**config.mk**
```make
export PLATFORM = sky130hd
export DESIGN_NAME = button_press_longpress_repeat_core_flat
export DESIGN_NICKNAME = d
export VERILOG_FILES = /design/src/design/bplr_pkg.sv /design/src/design/bplr_in_if.sv /design/src/design/bplr_out_if.sv /design/src/design/button_press_longpress_repeat_core.sv /design/src/flat_wrapper.sv
export SDC_FILE = /design/constraint.sdc
export NUM_CORES = 1
export LEC_CHECK = 0
export ABC_AREA = 1
export BUFFER_PORTS_ARGS = -buffer_cell sky130_fd_sc_hd__clkbuf_2
export CAP_MARGIN = 20
export CORE_MARGIN = 2
export CORE_UTILIZATION = 44
export DETAILED_ROUTE_END_ITERATION = 8
export PLACE_DENSITY = 0.71
export SKIP_CTS_REPAIR_TIMING = 1
export SLEW_MARGIN = 40
export SYNTH_ARGS = -nofsm -noshare
export SYNTH_HDL_FRONTEND = slang
export SYNTH_SLANG_ARGS = --single-unit
```
**constraint.sdc**
```tcl
create_clock -name clk -period 3.95 [get_ports clk]
set_clock_uncertainty 0.15 [all_clocks]
set_input_delay 0.9875 -clock clk [delete_from_list [all_inputs] [get_ports clk]]
set_output_delay 0.9875 -clock clk [all_outputs]
set_load 0.01 [all_outputs]
```
**src/design/bplr_pkg.sv**
```systemverilog
// Package for the button press / long press / auto-repeat detector.
// Holds state, mode and event codes, field widths and register reset values.
// No dependencies.
`default_nettype none

package bplr_pkg;

    localparam int NOW_W      = 32;
    localparam int LONG_W     = 16;
    localparam int SLOT_W     = 10;
    localparam int CFG_DATA_W = 16;
    localparam int CFG_IDX_W  = 1;
    localparam int EVENT_W    = 2;

    // register indexes on the write port
    localparam logic [CFG_IDX_W-1:0] CFG_LONG_PRESS    = 1'b0;
    localparam logic [CFG_IDX_W-1:0] CFG_REPEAT_PERIOD = 1'b1;

    localparam logic [LONG_W-1:0] LONG_PRESS_RESET    = 16'd1000;
    localparam logic [SLOT_W-1:0] REPEAT_PERIOD_RESET = 10'd200;

    localparam logic [SLOT_W:0] MS_PER_SECOND = 11'd1000;

    typedef enum logic [1:0] {
        ST_IDLE,
        ST_SCAN,
        ST_DIVIDE,
        ST_FINISH
    } state_t;

    typedef enum logic [1:0] {
        MODE_FREE,
        MODE_WAIT_LONG,
        MODE_WAIT_REPEAT
    } mode_t;

    typedef enum logic [EVENT_W-1:0] {
        EV_NONE   = 2'd0,
        EV_PRESS  = 2'd1,
        EV_LONG   = 2'd2,
        EV_REPEAT = 2'd3
    } event_t;

endpackage

`default_nettype wire

```
**src/design/bplr_in_if.sv**
```systemverilog
// Input channel of the button detector: one tick with level and millisecond time.
// Depends on bplr_pkg.
`default_nettype none

interface bplr_in_if;
    logic                        valid;
    logic                        ready;
    logic                        level;
    logic [bplr_pkg::NOW_W-1:0]  now_ms;

    modport source (output valid, output level, output now_ms, input ready);
    modport sink   (input valid, input level, input now_ms, output ready);
endinterface

`default_nettype wire

```
**src/design/bplr_out_if.sv**
```systemverilog
// Output channel of the button detector: one event and the down level per tick.
// Depends on bplr_pkg.
`default_nettype none

interface bplr_out_if;
    logic                          valid;
    logic                          ready;
    logic [bplr_pkg::EVENT_W-1:0]  event_res;
    logic                          is_down;

    modport source (output valid, output event_res, output is_down, input ready);
    modport sink   (input valid, input event_res, input is_down, output ready);
endinterface

`default_nettype wire

```
**src/design/button_press_longpress_repeat_core.sv**
```systemverilog
// Button press, long press and auto-repeat detector. Each input transfer is one tick
// (debounced active-low level plus millisecond time) and yields exactly one output
// transfer carrying the event (none, press, long press, repeat) and the down level.
// A tick runs through its steps in order: the accept, a bit-serial scan that forms
// the held time compare (LSB first) and the time modulo 1000 (MSB first) in one pass,
// a restoring divide by the repeat period, and the commit of the result. A new tick
// is taken while the previous result still waits in the output register; the commit
// waits only if that register is still full.
// Depends on bplr_pkg, bplr_in_if and bplr_out_if.
`default_nettype none

module button_press_longpress_repeat_core #(
    parameter int TIME_BITS = 32
) (
    input  wire                                   clk,
    input  wire                                   rst_n,
    input  wire                                   cfg_we,
    input  wire [bplr_pkg::CFG_IDX_W-1:0]         cfg_index,
    input  wire [bplr_pkg::CFG_DATA_W-1:0]        cfg_data,
    bplr_in_if.sink                               in_ch,
    bplr_out_if.source                            out_ch
);

    localparam int SLOT_W = bplr_pkg::SLOT_W;
    localparam int LONG_W = bplr_pkg::LONG_W;
    localparam int CNT_W  = $clog2(TIME_BITS);
    localparam logic [CNT_W-1:0] SCAN_LAST = CNT_W'(TIME_BITS - 1);
    localparam logic [CNT_W-1:0] DIV_LAST  = CNT_W'(SLOT_W - 1);

    bplr_pkg::state_t state_reg, state_next;

    logic [LONG_W-1:0]    long_ms_reg;
    logic [SLOT_W-1:0]    period_reg;
    logic                 prev_level_reg;
    bplr_pkg::mode_t      mode_reg;
    logic [TIME_BITS-1:0] press_time_reg;
    logic [SLOT_W-1:0]    slot_reg;
    logic [CNT_W-1:0]     cnt_reg;
    logic                 out_valid_reg;

    logic                 lvl_reg;
    logic [TIME_BITS-1:0] now_lo_reg;
    logic [TIME_BITS-1:0] now_hi_reg;
    logic [LONG_W-1:0]    thr_reg;
    logic                 borrow_reg;
    logic                 ge_reg;
    logic [SLOT_W-1:0]    rem_reg;
    logic [SLOT_W-1:0]    quo_reg;
    bplr_pkg::event_t     out_event_reg;
    logic                 out_down_reg;

    logic in_ready;
    logic accept;
    logic scan_en;
    logic div_en;
    logic fin_en;
    logic cnt_zero;

    logic [TIME_BITS-1:0] now_ext;

    // serial subtract / compare
    logic sub_a;
    logic sub_b;
    logic sub_d;
    logic borrow_n;
    logic ge_n;

    // restoring modulo 1000
    logic [SLOT_W:0]   mod_try;
    logic [SLOT_W:0]   mod_diff;
    logic [SLOT_W-1:0] mod_n;

    // restoring divide by the repeat period
    logic [SLOT_W-1:0] divisor;
    logic [SLOT_W:0]   div_try;
    logic [SLOT_W:0]   div_diff;
    logic              div_ge;
    logic [SLOT_W-1:0] div_rem_n;

    // commit decision
    bplr_pkg::event_t fin_event;
    bplr_pkg::mode_t  fin_mode;
    logic             fin_slot_load;
    logic [SLOT_W-1:0] fin_slot;

    assign accept   = in_ch.valid && in_ready;
    assign cnt_zero = (cnt_reg == '0);
    assign now_ext  = TIME_BITS'(in_ch.now_ms);

    // ---------------- state machine ----------------

    always_comb
    begin
        state_next = state_reg;
        unique case (state_reg)
            bplr_pkg::ST_IDLE:
            begin
                if (accept)
                    state_next = bplr_pkg::ST_SCAN;
            end
            bplr_pkg::ST_SCAN:
            begin
                if (cnt_zero)
                    state_next = bplr_pkg::ST_DIVIDE;
            end
            bplr_pkg::ST_DIVIDE:
            begin
                if (cnt_zero)
                    state_next = bplr_pkg::ST_FINISH;
            end
            bplr_pkg::ST_FINISH:
            begin
                if (fin_en)
                    state_next = bplr_pkg::ST_IDLE;
            end
            default:
                state_next = bplr_pkg::ST_IDLE;
        endcase
    end

    always_comb
    begin
        in_ready = 1'b0;
        scan_en  = 1'b0;
        div_en   = 1'b0;
        fin_en   = 1'b0;
        unique case (state_reg)
            bplr_pkg::ST_IDLE:   in_ready = 1'b1;
            bplr_pkg::ST_SCAN:   scan_en  = 1'b1;
            bplr_pkg::ST_DIVIDE: div_en   = 1'b1;
            bplr_pkg::ST_FINISH: fin_en   = !out_valid_reg || out_ch.ready;
            default:             in_ready = 1'b0;
        endcase
    end

    // ---------------- datapath ----------------

    // held = now - press_time, compared against the threshold one bit at a time
    assign sub_a    = now_lo_reg[0];
    assign sub_b    = press_time_reg[0];
    assign sub_d    = sub_a ^ sub_b ^ borrow_reg;
    assign borrow_n = (!sub_a && sub_b) || (!(sub_a ^ sub_b) && borrow_reg);
    // the highest differing bit decides, equal keeps held >= threshold
    assign ge_n     = (sub_d != thr_reg[0]) ? sub_d : ge_reg;

    assign mod_try  = {rem_reg, now_hi_reg[TIME_BITS-1]};
    assign mod_diff = mod_try - bplr_pkg::MS_PER_SECOND;
    assign mod_n    = (mod_try >= bplr_pkg::MS_PER_SECOND) ? mod_diff[SLOT_W-1:0]
                                                           : mod_try[SLOT_W-1:0];

    // a zero period counts as one
    assign divisor   = (period_reg == '0) ? SLOT_W'(1) : period_reg;
    assign div_try   = {rem_reg, quo_reg[SLOT_W-1]};
    assign div_diff  = div_try - {1'b0, divisor};
    assign div_ge    = (div_try >= {1'b0, divisor});
    assign div_rem_n = div_ge ? div_diff[SLOT_W-1:0] : div_try[SLOT_W-1:0];

    always_comb
    begin
        fin_event     = bplr_pkg::EV_NONE;
        fin_mode      = bplr_pkg::MODE_FREE;
        fin_slot_load = 1'b0;
        fin_slot      = quo_reg;
        priority if (!lvl_reg && prev_level_reg)
        begin
            fin_event = bplr_pkg::EV_PRESS;
            fin_mode  = bplr_pkg::MODE_WAIT_LONG;
        end
        else if (!lvl_reg && mode_reg == bplr_pkg::MODE_WAIT_LONG)
        begin
            if (ge_reg)
            begin
                fin_event     = bplr_pkg::EV_LONG;
                fin_mode      = bplr_pkg::MODE_WAIT_REPEAT;
                fin_slot_load = 1'b1;
                fin_slot      = '0;
            end
            else
            begin
                fin_mode = bplr_pkg::MODE_WAIT_LONG;
            end
        end
        else if (!lvl_reg && mode_reg == bplr_pkg::MODE_WAIT_REPEAT)
        begin
            fin_mode = bplr_pkg::MODE_WAIT_REPEAT;
            if (quo_reg != slot_reg)
            begin
                fin_event     = bplr_pkg::EV_REPEAT;
                fin_slot_load = 1'b1;
            end
        end
        else
        begin
            fin_mode = bplr_pkg::MODE_FREE;
        end
    end

    // ---------------- control registers ----------------

    always_ff @(posedge clk or negedge rst_n)
    begin
        if (!rst_n)
        begin
            state_reg      <= bplr_pkg::ST_IDLE;
            long_ms_reg    <= bplr_pkg::LONG_PRESS_RESET;
            period_reg     <= bplr_pkg::REPEAT_PERIOD_RESET;
            prev_level_reg <= 1'b1;
            mode_reg       <= bplr_pkg::MODE_FREE;
            press_time_reg <= '0;
            slot_reg       <= '0;
            cnt_reg        <= '0;
            out_valid_reg  <= 1'b0;
        end
        else
        begin
            state_reg <= state_next;

            if (cfg_we)
            begin
                unique case (cfg_index)
                    bplr_pkg::CFG_LONG_PRESS:    long_ms_reg <= cfg_data;
                    bplr_pkg::CFG_REPEAT_PERIOD: period_reg  <= cfg_data[SLOT_W-1:0];
                    default:                     long_ms_reg <= long_ms_reg;
                endcase
            end

            if (accept)
            begin
                cnt_reg <= SCAN_LAST;
                // a press never needs the old press time, so it is loaded right away
                if (!in_ch.level && prev_level_reg)
                    press_time_reg <= now_ext;
            end
            else if (scan_en)
            begin
                // full rotation leaves press time intact at the end of the scan
                press_time_reg <= {press_time_reg[0], press_time_reg[TIME_BITS-1:1]};
                cnt_reg        <= cnt_zero ? DIV_LAST : cnt_reg - CNT_W'(1);
            end
            else if (div_en)
            begin
                cnt_reg <= cnt_reg - CNT_W'(1);
            end

            if (fin_en)
            begin
                prev_level_reg <= lvl_reg;
                mode_reg       <= fin_mode;
                if (fin_slot_load)
                    slot_reg <= fin_slot;
            end

            if (fin_en)
                out_valid_reg <= 1'b1;
            else if (out_ch.ready)
                out_valid_reg <= 1'b0;
        end
    end

    // ---------------- payload registers ----------------

    always_ff @(posedge clk)
    begin
        if (accept)
        begin
            lvl_reg    <= in_ch.level;
            now_lo_reg <= now_ext;
            now_hi_reg <= now_ext;
            thr_reg    <= long_ms_reg;
            borrow_reg <= 1'b0;
            ge_reg     <= 1'b1;
            rem_reg    <= '0;
        end
        else if (scan_en)
        begin
            now_lo_reg <= {1'b0, now_lo_reg[TIME_BITS-1:1]};
            now_hi_reg <= {now_hi_reg[TIME_BITS-2:0], 1'b0};
            thr_reg    <= {1'b0, thr_reg[LONG_W-1:1]};
            borrow_reg <= borrow_n;
            ge_reg     <= ge_n;
            if (cnt_zero)
            begin
                quo_reg <= mod_n;
                rem_reg <= '0;
            end
            else
            begin
                rem_reg <= mod_n;
            end
        end
        else if (div_en)
        begin
            rem_reg <= div_rem_n;
            quo_reg <= {quo_reg[SLOT_W-2:0], div_ge};
        end

        if (fin_en)
        begin
            out_event_reg <= fin_event;
            out_down_reg  <= !lvl_reg;
        end
    end

    assign in_ch.ready      = in_ready;
    assign out_ch.valid     = out_valid_reg;
    assign out_ch.event_res = out_event_reg;
    assign out_ch.is_down   = out_down_reg;

    // ---------------- assertions ----------------

    // a result only appears out of the commit cycle
    a_out_from_finish: assert property (@(posedge clk) disable iff (!rst_n)
        $rose(out_valid_reg) |-> $past(state_reg == bplr_pkg::ST_FINISH))
        else $error("output valid rose without a commit");

    // any held mode implies the last tick saw the button down
    a_mode_needs_down: assert property (@(posedge clk) disable iff (!rst_n)
        (mode_reg != bplr_pkg::MODE_FREE) |-> !prev_level_reg)
        else $error("held mode while last level was released");

    // a pending long press result always leaves the machine waiting for repeats
    a_long_then_repeat: assert property (@(posedge clk) disable iff (!rst_n)
        (out_valid_reg && out_event_reg == bplr_pkg::EV_LONG)
            |-> (mode_reg == bplr_pkg::MODE_WAIT_REPEAT))
        else $error("long press reported but mode is not waiting for repeat");

    // the divide never runs past its ten quotient bits
    a_div_count: assert property (@(posedge clk) disable iff (!rst_n)
        (state_reg == bplr_pkg::ST_DIVIDE) |-> (cnt_reg <= DIV_LAST))
        else $error("divide step counter out of range");

endmodule

`default_nettype wire
```
**src/flat_wrapper.sv**
```systemverilog
// flat-port wrapper written by rule: the top's interface ports become plain ports
module button_press_longpress_repeat_core_flat 
#(
    parameter int TIME_BITS = 32
)
  (clk, rst_n, cfg_we, cfg_index, cfg_data, in_ch_valid, in_ch_level, in_ch_now_ms, in_ch_ready, out_ch_valid, out_ch_event_res, out_ch_is_down, out_ch_ready);
  bplr_in_if in_ch_i ();
  bplr_out_if out_ch_i ();
  input  wire clk;
  input  wire rst_n;
  input  wire cfg_we;
  input  wire [bplr_pkg::CFG_IDX_W-1:0] cfg_index;
  input  wire [bplr_pkg::CFG_DATA_W-1:0] cfg_data;
  input wire logic [$bits(in_ch_i.valid)-1:0] in_ch_valid;
  input wire logic [$bits(in_ch_i.level)-1:0] in_ch_level;
  input wire logic [$bits(in_ch_i.now_ms)-1:0] in_ch_now_ms;
  output wire logic [$bits(in_ch_i.ready)-1:0] in_ch_ready;
  output wire logic [$bits(out_ch_i.valid)-1:0] out_ch_valid;
  output wire logic [$bits(out_ch_i.event_res)-1:0] out_ch_event_res;
  output wire logic [$bits(out_ch_i.is_down)-1:0] out_ch_is_down;
  input wire logic [$bits(out_ch_i.ready)-1:0] out_ch_ready;
  assign in_ch_i.valid = in_ch_valid;
  assign in_ch_i.level = in_ch_level;
  assign in_ch_i.now_ms = in_ch_now_ms;
  assign in_ch_ready = in_ch_i.ready;
  assign out_ch_valid = out_ch_i.valid;
  assign out_ch_event_res = out_ch_i.event_res;
  assign out_ch_is_down = out_ch_i.is_down;
  assign out_ch_i.ready = out_ch_ready;
  button_press_longpress_repeat_core #(.TIME_BITS(TIME_BITS)) u_core (.clk(clk), .rst_n(rst_n), .cfg_we(cfg_we), .cfg_index(cfg_index), .cfg_data(cfg_data), .in_ch(in_ch_i), .out_ch(out_ch_i));
endmodule
```
# --- Yosys cells after proc, flatten, opt, wreduce, memory -nomap -nowiden ---
# Index checks and enable logic that the tools add are counted.
op_classes:
  magnitude_cmp: 2
  muxes: 49
  eq_ne: 13
  reduce_logical: 28
  addsub: 3
  bitwise: 4
op_table:
  columns: ["operator", "n"]
  rows:
  - ["32-bit two-way mux", 7]
  - ["10-bit two-way mux", 12]
  - ["16-bit two-way mux", 2]
  - ["2-bit two-way mux", 12]
  - ["5-bit two-way mux", 4]
  - ["11-bit by 10-bit greater-or-equal comparator with 1-bit output", 1]
  - ["11-bit by 10-bit greater-or-equal comparator with 1-bit output, second input constant", 1]
  - ["1-bit two-way mux", 11]
  - ["10-bit zero test", 1]
  - ["10-bit != test", 1]
  - ["2-bit AND reduction", 5]
  - ["10-bit subtractor", 1]
  - ["10-bit subtractor, second input constant", 1]
  - ["2-bit by 1-bit != test with 1-bit output, second input constant", 4]
  - ["2-bit one-hot mux with 4 select lines", 1]
  - ["1-bit logical AND", 7]
  - ["2-bit == test, second input constant", 3]
  - ["2-bit nonzero test", 3]
  - ["1-bit zero test", 5]
  - ["5-bit zero test", 1]
  - ["5-bit by 1-bit subtractor with 5-bit output, second input constant", 1]
  - ["2-bit by 1-bit == test with 1-bit output, second input constant", 2]
  - ["2-bit != test, second input constant", 2]
  - ["4-bit AND reduction", 1]
  - ["other kinds (7)", 10]
word_totals:
  elab_cells: 118
  out_inout_bits: 5
  ff_bits: 185

# --- Logic depth before layout (Yosys ltp) ---
# Gate-level depths: netlist (run 1).
depth:
  ltp_word: 6
  depth_mapped: 16
  mapped_depth_nobuf: 16

# --- Least setup slack after synthesis (run 1) ---
# OpenSTA, ideal clock, no wires.
synth_path:
  path_type: "input to register"
  start: "input in_ch_valid"
  end: "register u_core.press_time_reg[10]"
  arrival_ns: 3.621
  setup_ns: 0.083
  slack_ns: 0.096
  cell_stages: 7
  path_buffers: 2
  cell_sequence: "nand2_1 -> nand2_1 -> o21a_1 -> buf_2 -> clkbuf_1 -> nand2_1 -> o21ai_0"
synth_between:
  elab_chain_cells: 3
  elab_cells_between_ends: 5
  cone_classes: "eq/ne: 1; mux: 1; reduce/logical: 3"
synth_lines:
  columns: ["item", "line", "rtl"]
  rows:
  - ["start, declared", "flat_wrapper.sv:14", "input wire logic [$bits(in_ch_i.valid)-1:0] in_ch_valid;"]
  - ["1-bit logical AND (*)", "button_press_longpress_repeat_core.sv:86", "assign accept = in_ch.valid && in_ready;"]
  - ["2-bit != test (no line) or 2-bit nonzero test (tied branches)", null, null]
  - ["2-bit AND reduction (no line)", null, null]
  - ["end signal, assigned", "button_press_longpress_repeat_core.sv:232", "press_time_reg <= now_ext;"]
  - ["end signal, assigned", "button_press_longpress_repeat_core.sv:237", "press_time_reg <= {press_time_reg[0], press_time_reg[TIME_BITS-1:1]};"]
  - ["end, declared", "button_press_longpress_repeat_core.sv:36", "logic [TIME_BITS-1:0] press_time_reg;"]
# Every way passes the cells marked *; elsewhere a longest branch is shown, timed or not.
# A chain may end at the register's enable or synchronous reset.

# --- Worst setup path after layout (run 1) ---
layout_path:
  start: "register u_core.state_reg[0]"
  end: "register u_core.press_time_reg[7]"
layout_between:
  elab_chain_cells: 5
  elab_cells_between_ends: 9
  cone_classes: "eq/ne: 2; mux: 3; reduce/logical: 4"
layout_lines:
  columns: ["item", "line", "rtl"]
  rows:
  - ["start, declared", "button_press_longpress_repeat_core.sv:30", "bplr_pkg::state_t state_reg, state_next;"]
  - ["start signal, assigned", "button_press_longpress_repeat_core.sv:204", "state_reg <= bplr_pkg::ST_IDLE;"]
  - ["start signal, assigned", "button_press_longpress_repeat_core.sv:216", "state_reg <= state_next;"]
  - ["2-bit zero test", "button_press_longpress_repeat_core.sv:127", "unique case (state_reg)"]
  - ["1-bit two-way mux", "button_press_longpress_repeat_core.sv:127", null]
  - ["1-bit logical AND", "button_press_longpress_repeat_core.sv:86", null]
  - ["2-bit != test (no line) or 2-bit nonzero test (tied branches)", null, null]
  - ["2-bit AND reduction (no line)", null, null]
# Parallel ways exist; a longest one is shown, timed or not.

==> impl_metrics.yaml, run 1 <==
cells_and_area:
  diodes: 0
  drive_gt1_share_pct: 11.80
  final_cell_mix: "426 x nand2_1, 115 x inv_1, 108 x o21ai_0, 94 x edfxtp_1, 69 x dfrtp_1"
  layout_commonest_cell: "nand2_1"
  final_nets: 1162
  synthToLayoutAreaGrowth_pct: 13.41
synth:
  async_flop_share_pct: 42.70
  synth_seq_cells: 185
  ys_warn_count: 0
  netlist_area_sq_um: 8882
  synth_nets: 1113
  syn_area_per_cell_sq_um: 8.541
  synth_edf_count: 94
  synthCells: 1040
  synthDistinctLibCells: 39
  synth_flop_cell: "edfxtp_1"
  seq_area_frac_synth_pct: 56.88
floorplan:
  fp.dieW_um: 146.1
  dieHeight_um: 146.1
  ios: 60
  rows: 51
  start_util_pct: 45.19
  core_sq_um: 19650
  die_area_sq_um: 21340
timing:
  setup_viol: 0
  max_slew.worst_pin.slew_ns: 0.6834
  rsz0062_at_grt: "false"
  hold_violations: 0
  slew_viol_final: 0
  fin_setup_tns_ns: 0
  setup_ws_ns: 1.126
  maxSlewHeadroom_pct: 54.44
  clock.fmax_ghz: 0.3542
  min_period_ns: 2.824
  period_share_pct: 71.48
power:
  p_leak_nw: 4.853
  finalPower_w: 0.008559
  p_per_area_nw_per_um2: 849.7
  ir_drop_mv: 0.4346
flow_run:
  cap_violations: 0
routing:
  drcViolationCount: 0
  detail-route-antenna-nets: 0
  post_drt_wl_per_cell_um: 13.23
  firstDrtPassIters: 5
  via_per_inst: 4.912
  drt_iter0_drc: 449
  vias: 6715
  finalWirelength_mm: 18.09
setup_path:
  critical_path_arrival_ns: 2.96
  worstSetupEndpointType: "flip-flop"
  crit_type: "flip-flop to flip-flop"
  critical_path.max_fanout: 64
  critPathRequiredTime_ns: 4.09
  startpoint_type: "flip-flop"
clocking:
  insertion_delay_ns: 0.43
  cts_root_buffer: "clkbuf_16"
  cts_buffers: 17
  clkTransAtPathRegs_ns: 0.07
  clockBufferDepth: 2
  cts_max_level: 4
  cts_tree: "done"
  clock_sinks: 185
global_route:
  grt-ovfl-total: 0
  grt.total_usage_pct: 17.69
  grt_max_degree: 80
  antenna_found_initial: 0
  grt_pass1_vias: 6285
  grt_first_pass_wirelength_mm: 30.72
place:
  place_ws_ns: 0.7669
  port_buffers: 59
  place_hpwl_mm: 12.20
  finalWeightedCongestion: 0.8526
min_path:
  holdCritPathClass: "flip-flop to flip-flop"
status:
  outcome: "finished, final reports clean"
==> metrics by stage <==
step / area (sq um) / hold WS, ns / util, % / instances
floorplan: 8882 / 0.2891 / - / 1040
global placement: 9420 / 0.3003 / 47.93 / 1335
detailed placement: 9424 / 0.3132 / 47.95 / 1335
CTS: 10070 / 0.3242 / 51.23 / 1367
global route: 10070 / 0.3513 / 51.25 / 1367
finish: 10070 / 0.3165 / 51.25 / 1367
==> power by group <==
group | leakage, nW | switching [W] | internal [W] | total [W]
sequential | 1.98 | 0.000356 | 0.00319 | 0.00354
combinational | 2.57 | 0.00214 | 0.00107 | 0.00321
clock | 0.307 | 0.000872 | 0.000935 | 0.00181
total | 4.85 | 0.00336 | 0.00520 | 0.00856
==> area by class of cell <==
type	count	area, sq um
Tap cell	265	331.6
Sequential cell	185	5052
Clock buffer	17	425.4
Timing Repair Buffer	70	386.6
Clock inverter	15	219.0
Fill cell	1856	9580
Multi-Input combinational cell	698	3219
Inverter	117	439.2
==> worst max-delay path, stage by stage, from the launching register on <==
cell,delay [ns]
dfrtp_1,0.41
inv_1,0.10
ha_1,0.28
nand2_2,0.40
nand2_4,0.49
o21a_2,0.21
buf_4,0.43
o21ai_0,0.16
==> worst paths after layout <==
kind / startpoint / to / depth (start not counted) / slack (ns)
max: u_core.state_reg[0]$_DFFE_PN0P_ / u_core.press_time_reg[7]$_DFFE_PN0P_ / 7 / 1.13
min: u_core.thr_reg[0]$_DFFE_PP_ / u_core.ge_reg$_SDFFE_PP1P_ / 1 / 0.32
max reg2reg: u_core.state_reg[0]$_DFFE_PN0P_ / u_core.press_time_reg[7]$_DFFE_PN0P_ / 7 / 1.13
min reg2reg: u_core.thr_reg[0]$_DFFE_PP_ / u_core.ge_reg$_SDFFE_PP1P_ / 1 / 0.32
max in group asynchronous: rst_n / u_core.press_time_reg[0]$_DFFE_PN0P_ / 1 / 2.73
min in group asynchronous: rst_n / u_core.state_reg[1]$_DFFE_PN0P_ / 1 / 0.45
==> cell usage after synthesis, types with 3 or more instances <==
cell / number / area (sq um)
nand3b_1: 6 / 45.04
buf_2: 7 / 35.03
dfxtp_1: 12 / 240.2
inv_1: 116 / 435.4
nor3_1: 11 / 55.05
buf_6: 3 / 33.78
nor2_1: 28 / 105.1
nand2_1: 429 / 1610
edfxtp_1: 94 / 2823
nand3_1: 47 / 235.2
mux2_2: 5 / 56.30
ha_1: 16 / 200.2
o21ai_0: 108 / 540.5
dfstp_2: 10 / 262.8
xor2_1: 5 / 43.79
clkbuf_1: 27 / 101.4
a21oi_1: 12 / 60.06
dfrtp_1: 69 / 1727
xnor2_1: 6 / 52.55
or2_2: 4 / 25.02
==> per-layer routing <==
layer  track usage (%)  up-vias  routed length [um]  share of wire, %
met5                 0        -                   0                 0
met4             5.243        0                 257               1.4
met3             3.688       24                 880               4.9
met2             27.12      173                8457                47
met1             25.51     3099                8497                47
li1                  -     3419                   -                 -
==> kinds of logic after synthesis <==
| logic type | after synthesis | synth area share (%) |
|---|---|---|
| compound gates | 130 | 7.607 |
| xor+xnor | 11 | 1.085 |
| fa+ha+maj | 18 | 2.705 |
| buf+inv | 157 | 7.029 |
| flops | 185 | 56.88 |
| mux | 5 | 0.6338 |
| simple gates | 534 | 24.06 |
(Power assumes the default switching activity.)
==> inputs of run 2 (changes only) <==
PLACE_DENSITY = 0.73   (was 0.71)
clock period = 2.5 ns   (was 3.95 ns; I/O delays follow)
==> impl_metrics.yaml, run 2 (synthesized netlist as in run 1, its figures left out) <==
status:
  outcome: "finished, final reports clean"
floorplan:
  dieHeight_um: 146.1
  die_area_sq_um: 21340
  start_util_pct: 45.19
  fp.dieW_um: 146.1
  ios: 60
  rows: 51
  core_sq_um: 19650
setup_path:
  worstSetupEndpointType: "flip-flop"
  startpoint_type: "flip-flop"
  critPathSlowestCell: "dfstp_2"
  cpPeakStageDelay_ns: 0.55
  cp-startpoint: "u_core.period_reg[3]$_DFFE_PN1P_"
  crit_type: "flip-flop to flip-flop"
  critPathRequiredTime_ns: 2.68
  cp_cell_sequence: "nor4_2 > a31o_2 > ha_4 > inv_4 > nand3_1 > nand2_1 > nand2_1 > nand2_1 > nand2_4 > nand2_2 > nand2_1 > nand3_1 > nand2_1 > nand2_1 > nand2_1"
  reg2reg_from: "u_core.period_reg[3]$_DFFE_PN1P_"
  endpoint: "u_core.rem_reg[7]$_SDFFE_PP0P_"
  critical_path_arrival_ns: 2.52
  timing.rr.end: "u_core.rem_reg[7]$_SDFFE_PP0P_"
  reg2reg_depth: 15
  r2r_slack_ns: 0.16
  critical_path.max_fanout: 11
  cpMostUsedCell: "nand2_1"
cells_and_area:
  fin_util_pct: 51.94
  final_cell_mix: "423 x nand2_1, 114 x inv_1, 108 x o21ai_0, 94 x edfxtp_1, 69 x dfrtp_1"
  drive_gt1_share_pct: 13.77
  synthToLayoutAreaGrowth_pct: 14.92
  fillers: 1866
  final_nets: 1178
  diodes: 0
  layout_commonest_cell: "nand2_1"
  final_area_sq_um: 10210
place:
  finalWeightedCongestion: 0.8682
  place_hpwl_mm: 12.71
  place_area_sq_um: 9573
  port_buffers: 59
power:
  p_leak_nw: 4.913
  ir_drop_mv: 0.8942
  p_per_area_nw_per_um2: 1331
  finalPower_w: 0.01358
timing:
  max_slew.worst_pin.slew_ns: 0.5102
  hold_violations: 0
  rsz0062_at_grt: "true"
  timing.hold.ws_ns: 0.2547
  setup_viol: 0
  period_share_pct: 93.59
  slew_viol_final: 0
  maxSlewHeadroom_pct: 65.90
  min_period_ns: 2.340
  clock.fmax_ghz: 0.4274
routing:
  drt_iter0_drc: 479
  firstDrtPassIters: 5
  drcViolationCount: 0
  finalWirelength_mm: 18.53
  detail-route-antenna-nets: 0
  via_per_inst: 4.968
  post_drt_wl_per_cell_um: 13.40
  vias: 6871
flow_run:
  cap_violations: 0
global_route:
  grt.total_usage_pct: 17.88
  grt-ovfl-total: 0
  grt_first_pass_wirelength_mm: 31.39
  grt_pass1_vias: 6706
  antenna_found_initial: 0
  grt_max_degree: 66
clocking:
  cts_root_buffer: "clkbuf_16"
  cts_max_level: 4
  clkTransAtPathRegs_ns: 0.07
  clock_sinks: 185
  cts_tree: "done"
  insertion_delay_ns: 0.43
  clockBufferDepth: 2
  cts_buffers: 17
min_path:
  holdCritPathClass: "input pin to flip-flop"
-- run 2: cell count changes in the layout (fill, tap and decap cells not counted), sizes merged --
cell,change
buf,+15
dlygate4sd3,+1
clkinvlp,+3
bufinv,-1
clkbuf,-1
clkinv,-3
inv,+1
nand2,+1
-- run 2: area by class of cell --
class,instances,area [sq um],area share (%)
Clock buffer,17,425.4,4.168
Timing Repair Buffer,85,545.5,5.344
Sequential cell,185,5052,49.50
Inverter,117,441.7,4.327
Multi-Input combinational cell,699,3279,32.13
Clock inverter,15,131.4,1.287
Tap cell,265,331.6,3.248
-- run 2: report_power, final --
| part | internal [W] | switching (W) | total [W] |
|---|---|---|---|
| Sequential | 0.00504 | 0.000546 | 0.00558 |
| Combinational | 0.00191 | 0.00354 | 0.00546 |
| Clock | 0.00131 | 0.00124 | 0.00254 |
-- run 2: routing by layer --
| metal | part of all wire [%] | vias to the layer above | track usage, % |
|---|---|---|---|
| li1 | - | 3454 | - |
| met1 | 46 | 3249 | 23.68 |
| met2 | 47 | 136 | 29.43 |
| met3 | 4.1 | 32 | 3.375 |
| met4 | 2.0 | 0 | 6.699 |
| met5 | 0 | - | 0 |
-- run 2: worst min-delay path by stage --
stage / startpoint / end / slack, ns / depth (start not counted)
2_1_floorplan: rst_n / u_core.cnt_reg[0]$_DFFE_PN0P_ / 0.18 / 0
3_3_place_gp: u_core.period_reg[1]$_DFFE_PN0P_ / u_core.period_reg[1]$_DFFE_PN0P_ / 0.32 / 2
3_5_place_dp: u_core.slot_reg[7]$_DFFE_PN0P_ / u_core.slot_reg[7]$_DFFE_PN0P_ / 0.33 / 2
4_1_cts: rst_n / u_core.state_reg[1]$_DFFE_PN0P_ / -0.05 / 1
5_1_grt: in_ch_level / u_core.lvl_reg$_DFFE_PP_ / 0.25 / 1
6_report: in_ch_level / u_core.lvl_reg$_DFFE_PP_ / 0.25 / 1
-- run 2: critical path: cells and delay by family, from the launching register on --
family                   cells  cell delay [ns]
AO/OA/AOI/OAI                1             0.26
adder cells (fa/ha/maj)      1             0.17
buffers and inverters        1             0.06
flip-flops                   1             0.55
AND/OR/NAND/NOR             12             1.06
-- run 2: stage by stage --
stage	setup TNS (ns)	setup WS (ns)	cells
2_1_floorplan	0	0.07155	1040
3_3_place_gp	0	0.1008	1348
3_5_place_dp	0	0.02885	1348
4_1_cts	-0.001549	-0.001549	1380
5_1_grt	-0.006271	-0.006271	1383
6_report	0	0.1602	1383
